--- src/hw/rtl/clnws_pkg.sv ---
// Shared types and constants of the LCD nibble write sequencer.
`default_nettype none

package clnws_pkg;

  // Default storage sizes
  localparam int TICK_WIDTH  = 8;
  localparam int QUEUE_DEPTH = 2;

  // Payload and configuration widths
  localparam int BYTE_W    = 8;
  localparam int NIBBLE_W  = 4;
  localparam int CFG_W     = 8;
  localparam int CFG_IDX_W = 2;

  // Configuration register indexes
  localparam logic [CFG_IDX_W-1:0] CFG_ENABLE_HIGH = 2'd0;
  localparam logic [CFG_IDX_W-1:0] CFG_ENABLE_LOW  = 2'd1;
  localparam logic [CFG_IDX_W-1:0] CFG_CMD_TAIL    = 2'd2;
  localparam logic [CFG_IDX_W-1:0] CFG_DATA_TAIL   = 2'd3;

  // Configuration reset values
  localparam logic [CFG_W-1:0] CFG_ENABLE_HIGH_RST = 8'd1;
  localparam logic [CFG_W-1:0] CFG_ENABLE_LOW_RST  = 8'd1;
  localparam logic [CFG_W-1:0] CFG_CMD_TAIL_RST    = 8'd2;
  localparam logic [CFG_W-1:0] CFG_DATA_TAIL_RST   = 8'd1;

  // Word class decided by the front end
  typedef enum logic [1:0] {
    OP_TICK       = 2'd0,
    OP_SEND       = 2'd1,
    OP_SEND_EMPTY = 2'd2
  } op_e;

  // One classified word as it travels through the queue
  typedef struct packed {
    op_e                op;
    logic               sel;
    logic [BYTE_W-1:0]  byte_val;
    logic [BYTE_W-1:0]  count;
  } entry_t;

endpackage

`default_nettype wire

--- src/hw/rtl/char_lcd_nibble_write_sequencer_core.sv ---
// Path: an accepted word passes the front register and the queue into the engine registers.
// Throughput: one word per cycle while the result side does not stall; the front register,
// the queue and the engine each hand over one word per cycle, and the engine updates phase
// and tick counter in a single step.
// Reset: asynchronous, active low; clears the queue, phase, counters, held byte and
// pins, and loads the timing registers with their defaults. No clearing pass.
`default_nettype none

module char_lcd_nibble_write_sequencer_core #(
  parameter int TICK_WIDTH  = clnws_pkg::TICK_WIDTH,
  parameter int QUEUE_DEPTH = clnws_pkg::QUEUE_DEPTH
) (
  input  wire logic                               clk_i,
  input  wire logic                               rst_ni,
  input  wire logic                               in_valid_i,
  output logic                                    in_ready_o,
  input  wire logic                               req_type_i,
  input  wire logic                               register_select_i,
  input  wire logic [clnws_pkg::BYTE_W-1:0]       byte_value_i,
  input  wire logic [clnws_pkg::BYTE_W-1:0]       repeat_count_i,
  output logic                                    out_valid_o,
  input  wire logic                               out_ready_i,
  output logic [clnws_pkg::NIBBLE_W-1:0]          bus_nibble_o,
  output logic                                    rs_pin_o,
  output logic                                    en_pin_o,
  output logic                                    busy_res_o,
  output logic                                    rejected_o,
  input  wire logic                               cfg_we_i,
  input  wire logic [clnws_pkg::CFG_IDX_W-1:0]    cfg_index_i,
  input  wire logic [clnws_pkg::CFG_W-1:0]        cfg_data_i
);

  logic              push_valid, push_ready;
  clnws_pkg::entry_t push_entry;
  logic              pop_valid, pop_ready;
  clnws_pkg::entry_t pop_entry;

  // Accept and classify words
  clnws_front u_front (
    .clk_i             (clk_i),
    .rst_ni            (rst_ni),
    .in_valid_i        (in_valid_i),
    .in_ready_o        (in_ready_o),
    .req_type_i        (req_type_i),
    .register_select_i (register_select_i),
    .byte_value_i      (byte_value_i),
    .repeat_count_i    (repeat_count_i),
    .push_valid_o      (push_valid),
    .push_ready_i      (push_ready),
    .push_entry_o      (push_entry)
  );

  // Decouple front and engine
  clnws_queue #(
    .DEPTH (QUEUE_DEPTH)
  ) u_queue (
    .clk_i        (clk_i),
    .rst_ni       (rst_ni),
    .push_valid_i (push_valid),
    .push_ready_o (push_ready),
    .push_entry_i (push_entry),
    .pop_valid_o  (pop_valid),
    .pop_ready_i  (pop_ready),
    .pop_entry_o  (pop_entry)
  );

  // Run the write sequence
  clnws_back #(
    .TICK_WIDTH (TICK_WIDTH)
  ) u_back (
    .clk_i        (clk_i),
    .rst_ni       (rst_ni),
    .pop_valid_i  (pop_valid),
    .pop_ready_o  (pop_ready),
    .pop_entry_i  (pop_entry),
    .cfg_we_i     (cfg_we_i),
    .cfg_index_i  (cfg_index_i),
    .cfg_data_i   (cfg_data_i),
    .out_valid_o  (out_valid_o),
    .out_ready_i  (out_ready_i),
    .bus_nibble_o (bus_nibble_o),
    .rs_pin_o     (rs_pin_o),
    .en_pin_o     (en_pin_o),
    .busy_res_o   (busy_res_o),
    .rejected_o   (rejected_o)
  );

endmodule

`default_nettype wire

--- src/hw/rtl/clnws_front.sv ---
// Front end: registers incoming words and classifies them for the queue.
`default_nettype none

module clnws_front (
  input  wire logic                          clk_i,
  input  wire logic                          rst_ni,
  input  wire logic                          in_valid_i,
  output logic                               in_ready_o,
  input  wire logic                          req_type_i,
  input  wire logic                          register_select_i,
  input  wire logic [clnws_pkg::BYTE_W-1:0]  byte_value_i,
  input  wire logic [clnws_pkg::BYTE_W-1:0]  repeat_count_i,
  output logic                               push_valid_o,
  input  wire logic                          push_ready_i,
  output clnws_pkg::entry_t                  push_entry_o
);

  logic              valid_q, valid_d;
  clnws_pkg::entry_t entry_q, entry_d;
  logic              load;

  // Accept when the stage is empty or drains this cycle
  assign in_ready_o = !valid_q || push_ready_i;
  assign load       = in_valid_i && in_ready_o;

  // Classify the word: tick, send, or send with nothing to repeat
  always_comb begin
    entry_d          = entry_q;
    entry_d.sel      = register_select_i;
    entry_d.byte_val = byte_value_i;
    entry_d.count    = repeat_count_i;
    if (!req_type_i) begin
      entry_d.op = clnws_pkg::OP_TICK;
    end else if (repeat_count_i == '0) begin
      entry_d.op = clnws_pkg::OP_SEND_EMPTY;
    end else begin
      entry_d.op = clnws_pkg::OP_SEND;
    end
  end

  // Hold until the queue takes the word
  always_comb begin
    valid_d = valid_q;
    if (load) begin
      valid_d = 1'b1;
    end else if (push_ready_i) begin
      valid_d = 1'b0;
    end
  end

  always_ff @(posedge clk_i or negedge rst_ni) begin
    if (!rst_ni) begin
      valid_q <= 1'b0;
    end else begin
      valid_q <= valid_d;
    end
  end

  always_ff @(posedge clk_i) begin
    if (load) begin
      entry_q <= entry_d;
    end
  end

  assign push_valid_o = valid_q;
  assign push_entry_o = entry_q;

endmodule

`default_nettype wire

--- src/hw/rtl/clnws_queue.sv ---
// Short register queue between the front end and the write engine.
`default_nettype none

module clnws_queue #(
  parameter int DEPTH = clnws_pkg::QUEUE_DEPTH
) (
  input  wire logic               clk_i,
  input  wire logic               rst_ni,
  input  wire logic               push_valid_i,
  output logic                    push_ready_o,
  input  clnws_pkg::entry_t       push_entry_i,
  output logic                    pop_valid_o,
  input  wire logic               pop_ready_i,
  output clnws_pkg::entry_t       pop_entry_o
);

  localparam int PW = (DEPTH > 1) ? $clog2(DEPTH) : 1;
  localparam int CW = $clog2(DEPTH + 1);
  localparam logic [PW-1:0] LAST = PW'(DEPTH - 1);

  clnws_pkg::entry_t mem_q [DEPTH];
  logic [PW-1:0]     wr_ptr_q, wr_ptr_d;
  logic [PW-1:0]     rd_ptr_q, rd_ptr_d;
  logic [CW-1:0]     cnt_q, cnt_d;
  logic              push, pop;

  assign push_ready_o = (cnt_q != CW'(DEPTH));
  assign pop_valid_o  = (cnt_q != '0);
  assign push         = push_valid_i && push_ready_o;
  assign pop          = pop_valid_o && pop_ready_i;
  assign pop_entry_o  = mem_q[rd_ptr_q];

  // Advance pointers with wrap and track fill level
  always_comb begin
    wr_ptr_d = wr_ptr_q;
    rd_ptr_d = rd_ptr_q;
    cnt_d    = cnt_q;
    if (push) begin
      wr_ptr_d = (wr_ptr_q == LAST) ? '0 : wr_ptr_q + 1'b1;
    end
    if (pop) begin
      rd_ptr_d = (rd_ptr_q == LAST) ? '0 : rd_ptr_q + 1'b1;
    end
    if (push && !pop) begin
      cnt_d = cnt_q + 1'b1;
    end else if (pop && !push) begin
      cnt_d = cnt_q - 1'b1;
    end
  end

  always_ff @(posedge clk_i or negedge rst_ni) begin
    if (!rst_ni) begin
      wr_ptr_q <= '0;
      rd_ptr_q <= '0;
      cnt_q    <= '0;
    end else begin
      wr_ptr_q <= wr_ptr_d;
      rd_ptr_q <= rd_ptr_d;
      cnt_q    <= cnt_d;
    end
  end

  always_ff @(posedge clk_i) begin
    if (push) begin
      mem_q[wr_ptr_q] <= push_entry_i;
    end
  end

endmodule

`default_nettype wire

--- src/hw/rtl/clnws_back.sv ---
// Write engine: steps the nibble sequence and registers the pin levels.
`default_nettype none

module clnws_back #(
  parameter int TICK_WIDTH = clnws_pkg::TICK_WIDTH
) (
  input  wire logic                               clk_i,
  input  wire logic                               rst_ni,
  input  wire logic                               pop_valid_i,
  output logic                                    pop_ready_o,
  input  clnws_pkg::entry_t                       pop_entry_i,
  input  wire logic                               cfg_we_i,
  input  wire logic [clnws_pkg::CFG_IDX_W-1:0]    cfg_index_i,
  input  wire logic [clnws_pkg::CFG_W-1:0]        cfg_data_i,
  output logic                                    out_valid_o,
  input  wire logic                               out_ready_i,
  output logic [clnws_pkg::NIBBLE_W-1:0]          bus_nibble_o,
  output logic                                    rs_pin_o,
  output logic                                    en_pin_o,
  output logic                                    busy_res_o,
  output logic                                    rejected_o
);

  localparam int BW = clnws_pkg::BYTE_W;
  localparam int NW = clnws_pkg::NIBBLE_W;
  localparam int FW = clnws_pkg::CFG_W;
  // Compare width covers both the counter carry and the limit
  localparam int CW = (TICK_WIDTH + 1 > FW) ? TICK_WIDTH + 1 : FW;

  localparam logic [2:0] PH_IDLE     = 3'd0;
  localparam logic [2:0] PH_HIGH_EN  = 3'd1;
  localparam logic [2:0] PH_HIGH_GAP = 3'd2;
  localparam logic [2:0] PH_LOW_EN   = 3'd3;
  localparam logic [2:0] PH_TAIL     = 3'd4;

  localparam logic [BW-1:0] HIGH_MASK = 8'hF0;
  localparam logic [BW-1:0] LOW_MASK  = 8'h0F;

  logic [FW-1:0]         en_high_q, en_low_q, cmd_tail_q, data_tail_q;
  logic [2:0]            phase_q, phase_d;
  logic [TICK_WIDTH-1:0] tick_q, tick_d;
  logic [BW-1:0]         byte_q, byte_d;
  logic                  sel_q, sel_d;
  logic [BW-1:0]         reps_q, reps_d;
  logic [NW-1:0]         nib_q, nib_d;
  logic                  en_q, en_d;
  logic                  rej_q, rej_d;
  logic                  out_valid_q, out_valid_d;

  logic                  take;
  logic                  busy;
  logic [FW-1:0]         limit;
  logic [TICK_WIDTH:0]   next_cnt;
  logic                  done;
  logic [BW-1:0]         reps_dec;
  logic [BW-1:0]         hi_byte, lo_byte;

  // Take a word when the result register is free or drains this cycle
  assign pop_ready_o = !out_valid_q || out_ready_i;
  assign take        = pop_valid_i && pop_ready_o;

  assign busy = (phase_q >= PH_HIGH_EN) && (phase_q <= PH_TAIL);

  // Pick the length of the current phase
  always_comb begin
    case (phase_q)
      PH_HIGH_GAP: limit = en_low_q;
      PH_TAIL:     limit = sel_q ? data_tail_q : cmd_tail_q;
      default:     limit = en_high_q;
    endcase
  end

  // Phase ends at the limit or when the counter would overflow
  assign next_cnt = {1'b0, tick_q} + 1'b1;
  assign done     = (CW'(next_cnt) >= CW'(limit)) || next_cnt[TICK_WIDTH];

  assign reps_dec = (reps_q != '0) ? reps_q - 1'b1 : reps_q;
  assign hi_byte  = (byte_q & HIGH_MASK) >> NW;
  assign lo_byte  = byte_q & LOW_MASK;

  // Step the sequence for one word
  always_comb begin
    phase_d = phase_q;
    tick_d  = tick_q;
    byte_d  = byte_q;
    sel_d   = sel_q;
    reps_d  = reps_q;
    nib_d   = nib_q;
    en_d    = en_q;
    rej_d   = rej_q;
    if (take) begin
      rej_d = 1'b0;
      unique case (pop_entry_i.op)
        clnws_pkg::OP_TICK: begin
          unique case (phase_q)
            PH_HIGH_EN: begin
              if (done) begin
                tick_d  = '0;
                en_d    = 1'b0;
                phase_d = PH_HIGH_GAP;
              end else begin
                tick_d = next_cnt[TICK_WIDTH-1:0];
              end
            end
            PH_HIGH_GAP: begin
              if (done) begin
                tick_d  = '0;
                nib_d   = lo_byte[NW-1:0];
                en_d    = 1'b1;
                phase_d = PH_LOW_EN;
              end else begin
                tick_d = next_cnt[TICK_WIDTH-1:0];
              end
            end
            PH_LOW_EN: begin
              if (done) begin
                tick_d  = '0;
                en_d    = 1'b0;
                phase_d = PH_TAIL;
              end else begin
                tick_d = next_cnt[TICK_WIDTH-1:0];
              end
            end
            PH_TAIL: begin
              if (done) begin
                tick_d = '0;
                reps_d = reps_dec;
                if (reps_dec != '0) begin
                  nib_d   = hi_byte[NW-1:0];
                  en_d    = 1'b1;
                  phase_d = PH_HIGH_EN;
                end else begin
                  en_d    = 1'b0;
                  phase_d = PH_IDLE;
                end
              end else begin
                tick_d = next_cnt[TICK_WIDTH-1:0];
              end
            end
            default: begin
              phase_d = PH_IDLE;
              en_d    = 1'b0;
              tick_d  = '0;
            end
          endcase
        end
        clnws_pkg::OP_SEND: begin
          if (busy) begin
            rej_d = 1'b1;
          end else begin
            byte_d  = pop_entry_i.byte_val;
            sel_d   = pop_entry_i.sel;
            reps_d  = pop_entry_i.count;
            nib_d   = pop_entry_i.byte_val[BW-1:BW-NW];
            en_d    = 1'b1;
            phase_d = PH_HIGH_EN;
            tick_d  = '0;
          end
        end
        clnws_pkg::OP_SEND_EMPTY: begin
          rej_d = busy;
        end
        default: begin
          rej_d = 1'b0;
        end
      endcase
    end
  end

  // Hold the result until the consumer takes it
  always_comb begin
    out_valid_d = out_valid_q;
    if (take) begin
      out_valid_d = 1'b1;
    end else if (out_ready_i) begin
      out_valid_d = 1'b0;
    end
  end

  always_ff @(posedge clk_i or negedge rst_ni) begin
    if (!rst_ni) begin
      phase_q     <= PH_IDLE;
      tick_q      <= '0;
      byte_q      <= '0;
      sel_q       <= 1'b0;
      reps_q      <= '0;
      nib_q       <= '0;
      en_q        <= 1'b0;
      rej_q       <= 1'b0;
      out_valid_q <= 1'b0;
    end else begin
      phase_q     <= phase_d;
      tick_q      <= tick_d;
      byte_q      <= byte_d;
      sel_q       <= sel_d;
      reps_q      <= reps_d;
      nib_q       <= nib_d;
      en_q        <= en_d;
      rej_q       <= rej_d;
      out_valid_q <= out_valid_d;
    end
  end

  // Timing registers
  always_ff @(posedge clk_i or negedge rst_ni) begin
    if (!rst_ni) begin
      en_high_q   <= clnws_pkg::CFG_ENABLE_HIGH_RST;
      en_low_q    <= clnws_pkg::CFG_ENABLE_LOW_RST;
      cmd_tail_q  <= clnws_pkg::CFG_CMD_TAIL_RST;
      data_tail_q <= clnws_pkg::CFG_DATA_TAIL_RST;
    end else if (cfg_we_i) begin
      unique case (cfg_index_i)
        clnws_pkg::CFG_ENABLE_HIGH: en_high_q   <= cfg_data_i;
        clnws_pkg::CFG_ENABLE_LOW:  en_low_q    <= cfg_data_i;
        clnws_pkg::CFG_CMD_TAIL:    cmd_tail_q  <= cfg_data_i;
        clnws_pkg::CFG_DATA_TAIL:   data_tail_q <= cfg_data_i;
        default:                    en_high_q   <= en_high_q;
      endcase
    end
  end

  assign out_valid_o  = out_valid_q;
  assign bus_nibble_o = nib_q;
  assign rs_pin_o     = sel_q;
  assign en_pin_o     = en_q;
  assign busy_res_o   = busy;
  assign rejected_o   = rej_q;

endmodule

`default_nettype wire

--- config.mk ---
export PLATFORM = sky130hd
export DESIGN_NAME = char_lcd_nibble_write_sequencer_core
export DESIGN_NICKNAME = d
export VERILOG_FILES = /design/src/hw/rtl/clnws_pkg.sv /design/src/hw/rtl/char_lcd_nibble_write_sequencer_core.sv /design/src/hw/rtl/clnws_front.sv /design/src/hw/rtl/clnws_queue.sv /design/src/hw/rtl/clnws_back.sv
export SDC_FILE = /design/constraint.sdc
export NUM_CORES = 1
export LEC_CHECK = 0
export ABC_AREA = 1
export BUFFER_PORTS_ARGS = -buffer_cell sky130_fd_sc_hd__buf_2
export CORE_ASPECT_RATIO = 1.2
export CORE_MARGIN = 2
export CORE_UTILIZATION = 50
export CTS_CLUSTER_SIZE = 10
export DETAILED_ROUTE_END_ITERATION = 16
export PLACE_DENSITY = 0.68
export SLEW_MARGIN = 10
export SYNTH_ARGS = -nofsm -noshare
export SYNTH_HDL_FRONTEND = slang
export SYNTH_SLANG_ARGS = --single-unit
--- constraint.sdc ---
create_clock -name clk_i -period 4.5 [get_ports clk_i]
set_input_delay 0.225 -clock clk_i [delete_from_list [all_inputs] [get_ports clk_i]]
set_output_delay 0.225 -clock clk_i [all_outputs]
set_load 0.005 [all_outputs]
==> impl_metrics.ini <==
[run_status]
status = finished clean

[clocking]
clock_latency_ps = 410
htreeDepth = 4
path_clk_slew_ps = 60
cts_root_buf = clkbuf_16
cts_sinks = 129
tritoncts = built
cts_setup_buffers = 0
cts.path.max_buffers = 2
cts_buffers = 17

[global_route]
grt_max_degree = 73
grt_pass1_vias = 4076
grt_usage_pct = 19.3
grt_pass1_wl_mm = 18.5
grt-ovfl-total = 0
antenna_found_initial = 0

[sta]
hold_viol_final = 0
fin_crit_sh_pct = 81.4
totalNegativeSetupSlack_ps = 0
fmaxAchievable_mhz = 273
tightest_slew_ps = 922
fin_crit_ps = 3660
clock_skew_ps = 5.94
rsz0062_at_grt = no
relSlewSlack_pct = 38.2
finalMaxSlewViolations = 0
finalSetupViolations = 0

[floorplanning]
core_area_mm2 = 0.0115
fp.dieArea_mm2 = 0.0126
die_w_um = 103
rows = 43
ios = 43
start_util_pct = 50.8
die_h_um = 122

[placement]
dp_hpwl_mm = 7.78
port_buffers = 42
gp_congestion = 0.855

[drt]
wl_per_cell_um = 13.6
wirelength_mm = 11.4
vias_per_cell = 5.15
drt_iter0_drc = 288
dr.pass1.iters = 5
ant_nets = 0
drcViolationCount = 0
vias = 4318

[power]
peakVddDrop_v = 0.000409
powerDensity_mw_per_mm2 = 681
power_frac_clock_pct = 26.2
internal_power_mw = 2.94
leakagePower_nw = 3.13
switching_power_mw = 1.76
p_comb_share_pct = 34.8
p_sw_share_pct = 37.5
power_frac_seq_pct = 39.0

[job]
drv_cap = 0

[logic_synthesis]
syn-num-nets = 651
synth_compound_area_share_pct = 10.7
synth_seq_cells = 129
synth_largest_area_cell = edfxtp_1
synth-simple-area-share_pct = 19.9
synth_xor_xnor_area_share_pct = 1.50
synth_top_cell_area_share_pct = 29.3
syn_inst = 604
synth_top_family_by_area = simple AND/OR/NAND/NOR gates
synth.cell_area_mm2 = 0.00585
synth-adder-area-share_pct = 2.99
synth.avg_cell_area_um2 = 9.69
synth_area_leaders = edfxtp_1 (29%), dfrtp_1 (29%), nand2_1 (12%)
synth_mux_area_share_pct = 0.171
seq_area_frac_synth_pct = 60.1
yosys_warnings = 0
yosysUniqueCellTypes = 39

[layout]
syn_to_final_growth_pct = 18.0
final_cell_mix = nand2_1 (187), dfrtp_1 (68), edfxtp_1 (57)
drive_gt1_share_pct = 13.8
diodes = 0
fillers = 986
fin_nets = 716
final_common_cell = nand2_1
fin_util_pct = 60.0

[worst_setup_path]
path_max_fanout = 20
end_kind = register
critPathArrivalTime_ps = 3990
critPathKind = reg -> reg
required_ps = 4830
setup.worst_path.start_class = register

[worst_hold_path]
worstHoldPathType = in -> async
[cell usage after synthesis, drive strengths merged]
library cell,n
nand2,188
a211oi,1
buf,5
ha,14
dfstp,4
nor4,1
inv,47
clkbuf,12
nand3b,3
o21ai,57
dfrtp,68
nand3,31
a221oi,7
a22o,1
clkinv,2
mux2i,1
o21bai,1
xor2,9
o22ai,1
and2,1
nor2,49
nor3,1
o22a,2
nor3b,1
a31oi,17
edfxtp,57
or2,2
xnor2,1
a221o,1
nand4,4
a21oi,15
[power by group through the flow]
stage | Sequential [mW] | Combinational, mW | Clock (mW)
2_1_floorplan | 1.76 | 1.31 | 0
3_3_place_gp | 1.84 | 1.57 | 0
3_5_place_dp | 1.85 | 1.62 | 0
4_1_cts | 1.83 | 1.64 | 1.25
5_1_grt | 1.87 | 1.86 | 1.30
6_report | 1.83 | 1.64 | 1.23
[per-layer routing]
layer,vias up,GRT usage (%),share of wire [%]
met5,-,0,0
met2,107,33.4,52
li1,2157,-,-
met4,0,7.40,1.7
met3,16,5.52,4.5
met1,2038,22.6,42
[final timing paths]
kind | slack, ps | from | cells after the start | to
max | 840 | u_queue.rd_ptr_q | 9 | u_back.byte_q[2]
min | 30 | rst_ni | 2 | u_back.tick_q[6]
max reg2reg | 840 | u_queue.rd_ptr_q | 9 | u_back.byte_q[2]
min reg2reg | 440 | u_front.push_entry_o[4] | 0 | u_queue.mem_q[0][4]
max in group asynchronous | 3870 | rst_ni | 2 | u_back.byte_q[0]
min in group clk_i | 30 | in_valid_i | 3 | u_front.push_valid_o
[registers in the layout, summed over array words and instances (netlist names), 3 cells and up]
| register | cells |
|---|---|
| u_back.bus_nibble_o | 4 |
| u_back.byte_q | 8 |
| u_back.cmd_tail_q | 8 |
| u_back.data_tail_q | 8 |
| u_back.en_high_q | 8 |
| u_back.en_low_q | 8 |
| u_back.phase_q | 3 |
| u_back.reps_q | 8 |
| u_back.tick_q | 8 |
| u_front.push_entry_o | 19 |
| u_queue.mem_q | 38 |
[cell type report]
| cell class | instances | area, µm² | area share [%] |
|---|---|---|---|
| clock buffer | 21 | 440 | 6.38 |
| multi-input combinational | 409 | 2070 | 29.9 |
| tap | 157 | 196 | 2.84 |
| clock inverter | 11 | 90.1 | 1.30 |
| timing repair buffer | 63 | 410 | 5.94 |
| inverter | 49 | 184 | 2.66 |
| sequential | 129 | 3520 | 51.0 |
[per-stage QoR]
step                      area, µm²  instances  hold WS, ps  worst slack, ps  total power, mW
after floorplan                5850        604        -70.6             1660             3.07
after global placement         6200        790          402             1060             3.41
after detailed placement       6200        790          404              839             3.47
after CTS                      6910        839         19.9              823             4.73
after global routing           6910        839         43.6              412             5.03
final                          6910        839         33.2              838             4.70
[cells by family (layout without fill, tap and decap cells)]
logic type               after synthesis  after routing
flip-flops                           129            129
buffers and inverters                 66            144
XOR/XNOR                              10             10
AND/OR/NAND/NOR                      281            281
adder cells (fa/ha/maj)               14             14
AO/OA/AOI/OAI                        103            103
multiplexers                           1              1
[timing repair]
action | 4_1_cts | 5_1_grt
endpoints found under the hold margin | 17 | 0
resized for setup | 0 | 0
setup endpoints to repair | 0 | 0
hold buffers | 17 | 0
[worst max-delay path, cell delays in order, from the launching register on]
cell and delay (ps):
dfrtp_1 600, clkinv_1 380, or2_2 170, o21ai_0 100, inv_1 100, ha_1 490, clkinv_1 560, nor3_2 910
nor2_1 90, a31oi_1 180
No activity file was read; power rests on OpenSTA's default activity.
